$ cat src/rtl/core/inoise_pkg.sv
// shared types, constants and arithmetic helpers for the improved noise block
`default_nettype none
package inoise_pkg;

  // fixed point format and table size
  localparam int FRAC_BITS     = 16;
  localparam int TABLE_ENTRIES = 256;
  localparam int IDX_W         = $clog2(TABLE_ENTRIES);
  localparam int POS_W         = 32;
  localparam int NOISE_W       = 18;

  // internal widths
  localparam int FADE_W = FRAC_BITS + 1;  // fade value in [0, 1]
  localparam int GW     = FRAC_BITS + 3;  // gradient and blend values
  localparam int DW     = FRAC_BITS + 4;  // blend difference
  localparam int QW     = FRAC_BITS + 4;  // quadratic part of the fade
  localparam int PW     = FADE_W + DW + 1;
  localparam int CW     = ((GW > NOISE_W) ? GW : NOISE_W) + 1;

  // queue between front and back
  localparam int QDEPTH = 4;
  localparam int QPW    = $clog2(QDEPTH);

  localparam logic signed [GW-1:0] ONE_FX  = GW'(1) << FRAC_BITS;
  localparam logic signed [CW-1:0] OUT_MAX = CW'((1 << (NOISE_W - 1)) - 1);
  localparam logic signed [CW-1:0] OUT_MIN = -CW'(1 << (NOISE_W - 1));

  typedef enum logic {
    OP_SAMPLE = 1'b0,
    OP_LOAD   = 1'b1
  } op_t;

  // one decoded word waiting in the queue
  typedef struct packed {
    op_t                  op;
    logic [IDX_W-1:0]     cx;
    logic [IDX_W-1:0]     cy;
    logic [IDX_W-1:0]     cz;
    logic [FRAC_BITS-1:0] fx;
    logic [FRAC_BITS-1:0] fy;
    logic [FRAC_BITS-1:0] fz;
    logic [IDX_W-1:0]     idx;
    logic [IDX_W-1:0]     val;
  } q_word_t;

  // one of twelve gradient directions dotted with the offset
  function automatic logic signed [GW-1:0] grad(logic [3:0] h,
                                                logic signed [GW-1:0] x,
                                                logic signed [GW-1:0] y,
                                                logic signed [GW-1:0] z);
    logic signed [GW-1:0] gu;
    logic signed [GW-1:0] gv;
    logic signed [GW-1:0] r;
    gu = (h < 4'd8) ? x : y;
    if (h < 4'd4) begin
      gv = y;
    end else if (h inside {4'd12, 4'd14}) begin
      gv = x;
    end else begin
      gv = z;
    end
    r = h[0] ? -gu : gu;
    r = h[1] ? (r - gv) : (r + gv);
    return r;
  endfunction

  // a + floor(t * (b - a) / one)
  function automatic logic signed [GW-1:0] lerp(logic [FADE_W-1:0] t,
                                                logic signed [GW-1:0] a,
                                                logic signed [GW-1:0] b);
    logic signed [DW-1:0] diff;
    logic signed [PW-1:0] prod;
    logic signed [PW-1:0] sh;
    diff = DW'(b) - DW'(a);
    prod = $signed({1'b0, t}) * diff;
    sh   = prod >>> FRAC_BITS;
    return GW'(sh + PW'(a));
  endfunction

endpackage
`default_nettype wire

$ cat src/rtl/core/inoise_front.sv
// front end: takes input words, splits cell and fraction, queues them
`default_nettype none
module inoise_front (
  input  wire logic                          clk,
  input  wire logic                          rst,
  input  wire logic                          in_valid,
  output logic                               in_ready,
  input  wire logic                          opcode,
  input  wire logic [inoise_pkg::POS_W-1:0]  pos_x,
  input  wire logic [inoise_pkg::POS_W-1:0]  pos_y,
  input  wire logic [inoise_pkg::POS_W-1:0]  pos_z,
  input  wire logic [inoise_pkg::IDX_W-1:0]  entry_index,
  input  wire logic [inoise_pkg::IDX_W-1:0]  entry_value,
  output inoise_pkg::q_word_t                q_head,
  output logic                               q_valid,
  input  wire logic                          q_pop
);

  localparam int F = inoise_pkg::FRAC_BITS;
  localparam int I = inoise_pkg::IDX_W;

  inoise_pkg::q_word_t                 mem [inoise_pkg::QDEPTH];
  inoise_pkg::q_word_t                 word;
  logic [inoise_pkg::QPW-1:0]          wr_ptr;
  logic [inoise_pkg::QPW-1:0]          rd_ptr;
  logic [inoise_pkg::QPW:0]            count;
  logic                                push;

  // decode the incoming word
  always_comb begin
    word     = '0;
    word.op  = inoise_pkg::op_t'(opcode);
    word.cx  = pos_x[F+I-1:F];
    word.cy  = pos_y[F+I-1:F];
    word.cz  = pos_z[F+I-1:F];
    word.fx  = pos_x[F-1:0];
    word.fy  = pos_y[F-1:0];
    word.fz  = pos_z[F-1:0];
    word.idx = entry_index;
    word.val = entry_value;
  end

  assign in_ready = (count != (inoise_pkg::QPW+1)'(inoise_pkg::QDEPTH));
  assign push     = in_valid && in_ready;
  assign q_valid  = (count != '0);
  assign q_head   = mem[rd_ptr];

  // queue storage
  always_ff @(posedge clk) begin
    if (push) begin
      mem[wr_ptr] <= word;
    end
  end

  // queue pointers and fill count
  always_ff @(posedge clk) begin
    if (rst) begin
      wr_ptr <= '0;
      rd_ptr <= '0;
      count  <= '0;
    end else begin
      if (push) begin
        wr_ptr <= wr_ptr + 1'b1;
      end
      if (q_pop) begin
        rd_ptr <= rd_ptr + 1'b1;
      end
      if (push && !q_pop) begin
        count <= count + 1'b1;
      end else if (!push && q_pop) begin
        count <= count - 1'b1;
      end
    end
  end

endmodule
`default_nettype wire

$ cat config.mk
export PLATFORM = sky130hd
export DESIGN_NAME = inoise_front
export DESIGN_NICKNAME = d
export VERILOG_FILES = /design/src/rtl/core/inoise_pkg.sv /design/src/rtl/core/inoise_front.sv
export SDC_FILE = /design/constraint.sdc
export NUM_CORES = 1
export LEC_CHECK = 0
export BUFFER_PORTS_ARGS = -buffer_cell sky130_fd_sc_hd__buf_2
export CORE_ASPECT_RATIO = 0.75
export CORE_MARGIN = 2
export CORE_UTILIZATION = 56
export CTS_CLUSTER_SIZE = 24
export DETAILED_ROUTE_END_ITERATION = 10
export GPL_ROUTABILITY_DRIVEN = 0
export HOLD_SLACK_MARGIN = 0.05
export PLACE_DENSITY_LB_ADDON = 0.1
export SLEW_MARGIN = 30
export SYNTH_ARGS = -nofsm -noshare
export SYNTH_HDL_FRONTEND = slang
export SYNTH_SLANG_ARGS = --single-unit
export TNS_END_PERCENT = 5
$ cat constraint.sdc
create_clock -name clk -period 4.28 [get_ports clk]
set_input_delay 0.856 -clock clk [delete_from_list [all_inputs] [get_ports clk]]
set_output_delay 0.856 -clock clk [all_outputs]
set_load 0.005 [all_outputs]
==> results of run 1 <==
-- cells in the final DEF (no fill, tap or decap), types with 2 or more instances in the layout --
cell / synthesis / final
edfxtp_1: 356 / 356
buf_2: 10 / 183
mux4_2: 89 / 89
clkbuf_16: 0 / 37
clkinv_1: 0 / 9
nor2_1: 8 / 8
clkinv_2: 0 / 7
dfxtp_1: 9 / 7
clkbuf_1: 8 / 6
buf_12: 1 / 6
diode_2: 0 / 5
ha_1: 5 / 5
inv_1: 4 / 4
and2_4: 0 / 4
bufinv_16: 0 / 4
xor2_1: 3 / 3
buf_4: 0 / 3
nand2_1: 2 / 2
or3_1: 2 / 2
mux2i_1: 2 / 2
nand2b_1: 2 / 2
dfxtp_4: 0 / 2
-- final timing paths --
path	to	slack, ns	cells past startpoint
min	rd_ptr[1]$_SDFFE_PP0P_	0.53	2
max	q_head[64]	1.00	3
max reg2reg	mem[2][56]$_DFFE_PP_	1.98	4
min reg2reg	rd_ptr[1]$_SDFFE_PP0P_	0.53	2
-- worst max-delay path: stages, from the launching register on --
cell and delay, ns:
dfxtp_4 0.73, buf_4 0.47, mux4_2 0.56, buf_2 0.14
-- state kept, by name (all words and copies together) (netlist names), named ones only --
name,cells
rd_ptr,2
mem,356
count,3
wr_ptr,2
-- stage by stage --
stage          hold WS (ns)  power, mW  std cells  setup slack (ns)    util
6_report             0.5288      8.377       1052             1.003  0.6811
5_1_grt              0.5446      8.702       1050            0.7987  0.6809
4_1_cts              0.5399      8.481       1047            0.8983  0.6806
3_5_place_dp         0.5251      5.463        984             1.439  0.6314
3_3_place_gp         0.4941      5.411        984             1.436  0.6314
2_1_floorplan        0.4820      5.014        513            0.5954       -
-- Yosys cell counts (2+ instances only) --
master	n	area, sq um
edfxtp_1	356	10690
mux4_2	89	2004
buf_2	10	50.05
dfxtp_1	9	180.2
clkbuf_1	8	30.03
nor2_1	8	30.03
ha_1	5	62.56
and2_1	4	25.02
inv_1	4	15.01
xor2_1	3	26.28
mux2i_1	2	20.02
nand2_1	2	7.510
nand2b_1	2	12.51
or3_1	2	12.51
-- cell families after synthesis --
family / after synthesis / synth area share
adder cells (fa/ha/maj): 6 / 0.006221
XOR/XNOR: 4 / 0.002640
buffers and inverters: 25 / 0.01065
multiplexers: 92 / 0.1534
flip-flops: 365 / 0.8189
AO/OA/AOI/OAI: 3 / 0.001602
AND/OR/NAND/NOR: 18 / 0.006598
-- final cells by class --
class                      count  share of cell area
tap                          300             0.02383
clock buffer                  43             0.06022
antenna                        5           0.0007945
inverter                       4           0.0009534
multi-input combinational    123              0.1443
clock inverter                20             0.01200
sequential                   365              0.6907
timing repair buffer         192             0.06721
-- report_power, final --
part	internal, mW	total, mW	switching [mW]
clock network	1.81	3.02	1.21
logic	0.464	0.957	0.493
registers	4.29	4.40	0.108
-- per-layer routing --
metal,GRT usage,vias up,wire length [um]
li1,-,2630,-
met1,0.2452,3063,9320
met2,0.3184,170,11540
met3,0.05498,40,1634
met4,0.06323,2,508
met5,0,-,13
==> results.cfg, run 1 <==
[grt]
grt_pass1_wl_um = 35150
grt_start_max_net_pins = 50
overflow = 0
antenna_found_initial = 6
grt_pass1_vias = 6252
grt_usage = 0.1902

[layout]
final-seq-area_sq_mm = 0.01088
nFillCells = 1413
multi_input_area_sq_mm = 0.002272
drive_gt1_frac = 0.4511
area_growth_pct = 18.64
fin_area_sq_mm = 0.01575
fin_nets = 844

[route]
routed_wl_um = 23020
drtAntennaViolNets = 0
drtIter0Drc = 340
vias = 5905
first_pass_iters = 4
wl_per_cell_um = 21.88
viasPerCell = 5.613
route.detailed.drc = 0

[floorplan]
rows = 48
die_w_um = 181.8
io_pins = 208
initial_core_util = 0.5741
die-area_sq_mm = 0.02496
fp.coreArea_sq_mm = 0.02312
die_y_um = 137.3

[logic_synthesis]
ys_seq_elements = 365
ys_seq_area_frac = 0.8189
async_flop_share = 0
yosysWarningCount = 0
synth.avg_cell_area_sq_um = 25.88
synth_area_sq_mm = 0.01327
synth-edff-count = 356
synth_cell_types = 23
syn_inst = 513
synth_ff_type = edfxtp_1
synth_nets = 636

[min_path]
holdCritPathClass = reg2reg
hp-start = rd_ptr[1]$_SDFFE_PP0P_

[worst_setup_path]
worstPathRequired_ns = 3.42
crit-reg2reg-launch = count[0]$_SDFFE_PP0P_
worst-setup-path-type = reg2out
worst-endpoint-arrival_ns = 2.42
crit_path_start_kind = flip-flop
cp-end-kind = output pin
cp_max_fo = 28

[run]
cap_viol_max_count = 0

[timing]
slew_violations = 0
min_period_over_period = 0.7657
fmax_mhz = 305.1
setup_viol = 0
setup_tns_ns = 0
worst_pin_slew_ns = 0.7424
max_slew_margin = 0.5051
rsz0062_at_grt = no
clock_skew_ns = 0.01152
final_hold_viol_count = 0
layout_min_cycle_time_ns = 3.277

[power]
p_leak_nw = 5.313
vdd_ir_drop_max_v = 0.0004444
p_per_area_mw_per_mm2 = 531.9

[clock_network]
post_cts_buffers = 0
postCtsHoldBufs = 0
clock_path_buffers = 3
tritoncts = done
cts-root-buf = clkbuf_16
path_clk_slew_ns = 0.06
clk_latency_ns = 0.50
htreeDepth = 2
cts_sinks = 365
cts_buffers = 35
ctsResizeCount = 0

[placement]
numPortBuffers = 183
place_hpwl_um = 13770
place_area_sq_mm = 0.01460

[run_status]
status = finished clean
Note: power is estimated with default switching activity, not from simulation.
==> run 2: changes to the inputs <==
- clock period: 4.28 -> 3.1 ns (I/O delays scaled with it)
==> results.cfg, run 2 (synthesized netlist as in run 1, its figures left out) <==
[route]
viasPerCell = 5.603
vias = 5866
met2WireLength_um = 11210
wl_per_cell_um = 22.18
first_pass_iters = 4
topRoutingLayerUsed = met5
routed_wl_um = 23220
wl_met3_um = 2004
route.detailed.drc = 0
wl_met1_um = 9571
drtIter0Drc = 375
drtAntennaViolNets = 0

[clock_network]
path_clk_slew_ns = 0.06
htreeDepth = 2
clk_latency_ns = 0.50
post_cts_buffers = 0
cts_buffers = 36
postCtsHoldBufs = 0
ctsResizeCount = 0
clock_path_buffers = 3
cts_sinks = 365
cts-root-buf = clkbuf_16
tritoncts = done

[placement]
place_hpwl_um = 13980
numPortBuffers = 183
dp_slack_ns = 0.7175

[layout]
fin_nets = 848
area_growth_pct = 18.31
final_cell_mix = edfxtp_1 (356), buf_2 (183), mux4_2 (89)
layout_commonest_cell = edfxtp_1
largest_reg_flops = 356
reg_top3 = mem x356, count x3
multi_input_area_sq_mm = 0.002272
drive_gt1_frac = 0.4510
top_register = mem
final-seq-area_sq_mm = 0.01088
nFillCells = 1434

[floorplan]
die_w_um = 181.8
fp.coreArea_sq_mm = 0.02312
die-area_sq_mm = 0.02496
io_pins = 208
initial_core_util = 0.5741
rows = 48
die_y_um = 137.3

[timing]
layout_min_cycle_time_ns = 2.660
slew_violations = 0
final_hold_viol_count = 0
clock_skew_ns = 0.01176
worst_pin_slew_ns = 0.6466
fin_ws_ns = 0.4399
rsz0062_at_grt = no
max_slew_margin = 0.5689
min_period_over_period = 0.8581
setup_viol = 0
fmax_mhz = 375.9

[grt]
overflow = 0
antenna_found_initial = 5
grt_usage = 0.1869
grt_start_max_net_pins = 49
grt_pass1_wl_um = 34760
grt_pass1_vias = 6223

[worst_setup_path]
slowest_delay_ns = 0.62
cpLargestDelayFamily = flip-flops
crit_path_start_kind = flip-flop
cp_max_fo = 46
crit_buf_inv = 2
cp-end-kind = output pin
worst-setup-path-type = reg2out
cp_slowest_cell = dfxtp_4
crit_chain = buf_12 -> mux4_2 -> buf_2
worst-endpoint-arrival_ns = 2.04
worstPathRequired_ns = 2.48

[run_status]
status = finished clean

[power]
totalPowerFinal_mw = 11.40
vdd_ir_drop_max_v = 0.0005673
p_per_area_mw_per_mm2 = 726.1
p_leak_nw = 5.290

[min_path]
holdCritPathClass = in2reg

[run]
cap_viol_max_count = 0
==> run 2: power by group <==
| part | leakage (nW) | internal [mW] | switching [mW] |
|---|---|---|---|
| Sequential | 3.34 | 5.92 | 0.122 |
| Clock | 0.519 | 2.33 | 1.66 |
| Combinational | 1.43 | 0.653 | 0.718 |
==> run 2: per-layer routing <==
layer	vias up	global-route usage
met5	-	0
met4	6	0.05285
met3	40	0.06714
met2	175	0.3010
met1	3029	0.2462
li1	2616	-
==> run 2: worst reg2reg max path: cells and delay by family, from the launching register on <==
kind | cells | cell delay, ns
fa+ha+maj | 2 | 0.65
compound gates | 2 | 0.47
flops | 1 | 0.43
simple gates | 2 | 0.40
xor+xnor | 1 | 0.16
buf+inv | 1 | 0.07
==> run 2: final cells by class <==
| class | instances | area share |
|---|---|---|
| Sequential cell | 365 | 0.6926 |
| Antenna cell | 2 | 0.0003187 |
| Multi-Input combinational cell | 123 | 0.1447 |
| Tap cell | 300 | 0.02390 |
| Clock inverter | 14 | 0.007250 |
| Clock buffer | 44 | 0.06063 |
| Inverter | 4 | 0.0009560 |
| Timing Repair Buffer | 195 | 0.06963 |
==> run 2: final timing paths <==
kind | cells after the start | to | slack (ns) | start
setup / recovery | 3 | q_head[68] | 0.44 | flip-flop
hold / removal | 1 | mem[2][16]$_DFFE_PP_ | 0.33 | pos_z[0]
setup reg to reg | 8 | count[2]$_SDFFE_PP0P_ | 0.87 | count[0]$_SDFFE_PP0P_
hold reg to reg | 2 | count[2]$_SDFFE_PP0P_ | 0.54 | count[2]$_SDFFE_PP0P_
==> run 2: per-stage QoR <==
stage,TNS (ns),std cells,area (sq um),hold WS [ns],util
after floorplan,-93.03,513,13280,0.4820,-
after global placement,0,987,14630,0.4914,0.6329
after detailed placement,0,987,14630,0.5147,0.6329
after CTS,0,1045,15700,0.3140,0.6790
after global routing,0,1045,15700,0.3128,0.6790
final,0,1047,15710,0.3319,0.6792
==> run 3: changes to the inputs <==
- CORE_UTILIZATION: 56 -> 60
- clock period: 3.1 -> 3.18 ns (I/O delays scaled with it)
==> results.cfg, run 3 (synthesized netlist as in run 1, its figures left out) <==
[worst_setup_path]
ff2ff_path_depth = 8
crit-reg2reg-launch = count[0]$_SDFFE_PP0P_
slowest_delay_ns = 0.60
worstPathRequired_ns = 2.54
cp_slowest_cell = mux4_2
crit_path_start_kind = flip-flop
rr_endpoint = count[2]$_SDFFE_PP0P_
regToRegSetupSlack_ns = 0.86
cpLargestDelayFamily = multiplexers
worst-setup-path-type = reg2out
worst-endpoint-arrival_ns = 2.02
cp-end-kind = output pin
crit_chain = buf_12 -> mux4_2 -> buf_2
crit_buf_inv = 2
crit_cells = 3
cp_max_fo = 51

[placement]
dp_slack_ns = 0.6836
numPortBuffers = 183
place_hpwl_um = 14440

[layout]
fin_nets = 851
area_growth_pct = 18.98
drive_gt1_frac = 0.4607
largest_reg_flops = 356
reg_top3 = mem x356, count x3
layout_commonest_cell = edfxtp_1
final_cell_mix = edfxtp_1 (356), buf_2 (183), mux4_2 (89)
top_register = mem
nFillCells = 1277

[clock_network]
cts-root-buf = clkbuf_16
path_clk_slew_ns = 0.07
clk_latency_ns = 0.51
cts_sinks = 365
cts_buffers = 35
htreeDepth = 2
post_cts_buffers = 0
tritoncts = done
postCtsHoldBufs = 0
ctsResizeCount = 0
clock_path_buffers = 3

[grt]
grt_pass1_vias = 6433
grt_pass1_wl_um = 35820
grt_start_max_net_pins = 52
overflow = 0
antenna_found_initial = 3
grt_usage = 0.2072

[floorplan]
fp.coreArea_sq_mm = 0.02188
die_w_um = 175.8
io_pins = 208
die-area_sq_mm = 0.02334
rows = 47
die_y_um = 132.8
initial_core_util = 0.6068

[timing]
setup_viol = 0
layout_min_cycle_time_ns = 2.655
rsz0062_at_grt = no
final_hold_viol_count = 0
fin_ws_ns = 0.5247
slew_violations = 0
clock_skew_ns = 0.009394
fmax_mhz = 376.6
max_slew_margin = 0.6508
min_period_over_period = 0.8350
worst_pin_slew_ns = 0.5238

[power]
p_leak_nw = 5.350
vdd_ir_drop_max_v = 0.0006042
p_per_area_mw_per_mm2 = 711.1
totalPowerFinal_mw = 11.23

[run]
cap_viol_max_count = 0

[min_path]
hold_end = mem[1][29]$_DFFE_PP_
hold_path_depth = 1
holdCritPathClass = in2reg
hp-start = pos_z[13]

[route]
first_pass_iters = 4
drtIter0Drc = 367
viasPerCell = 5.712
wl_per_cell_um = 22.34
drtAntennaViolNets = 0
routed_wl_um = 23420
route.detailed.drc = 0
vias = 5986

[run_status]
status = finished clean
## run 3: cell count changes in the layout (fill, tap and decap cells not counted), moves of 2 or more
| cell | delta |
|---|---|
| buf_4 | +3 |
| clkbuf_1 | -2 |
| clkbuf_8 | +4 |
| clkinv_1 | -2 |
| clkinv_2 | +2 |
## run 3: layout make-up
type                            instances  area (sq um)  area share
Antenna cell                            3         7.507   0.0004753
Clock buffer                           46         999.7     0.06330
Clock inverter                         14         117.6    0.007447
Inverter                                4         15.01   0.0009506
Multi-Input combinational cell        123          2272      0.1439
Sequential cell                       365         10880      0.6887
Tap cell                              294         367.9     0.02329
Timing Repair Buffer                  199          1136     0.07193
## run 3: worst max path at each step
stage                                       end       from
after global placement    count[2]$_SDFFE_PP0P_   in_valid
after CTS                            q_head[70]  flip-flop
after global routing                 q_head[70]  flip-flop
after floorplan             mem[3][0]$_DFFE_PP_   in_valid
after detailed placement  count[2]$_SDFFE_PP0P_   in_valid
final                                q_head[70]  flip-flop
## run 3: layer usage
metal	wire length (um)	up-vias	GRT usage
li1	-	2632	-
met1	9152	3104	0.2731
met2	11790	208	0.3410
met3	2007	40	0.06178
met4	451	2	0.06382
met5	13	-	0
## run 3: worst register-to-register path, cell delays in order (launching register included)
cell and delay, ns:
dfxtp_1 0.41, nor2_1 0.09, a21boi_2 0.37, ha_1 0.27
inv_1 0.07, fa_1 0.40, xor2_1 0.18, or3_1 0.31
a21oi_1 0.15
## run 3: through the flow
stage                     hold WS [ns]  utilization  TNS, ns  area (sq um)  cells
after floorplan                 0.4820            -   -75.94         13280    513
final                           0.3353       0.7220        0         15790   1048
after global placement          0.4918       0.6706        0         14670    985
after detailed placement        0.5155       0.6706        0         14670    985
after global routing            0.3241       0.7216        0         15790   1045
after CTS                       0.3185       0.7216        0         15790   1045
## run 3: report_power, final
group / leakage (nW) / switching (mW) / total, mW / internal (mW)
logic: 1.46 / 0.701 / 1.34 / 0.641
registers: 3.34 / 0.119 / 5.89 / 5.77
clock network: 0.554 / 1.63 / 4.00 / 2.37
total: 5.35 / 2.45 / 11.2 / 8.78
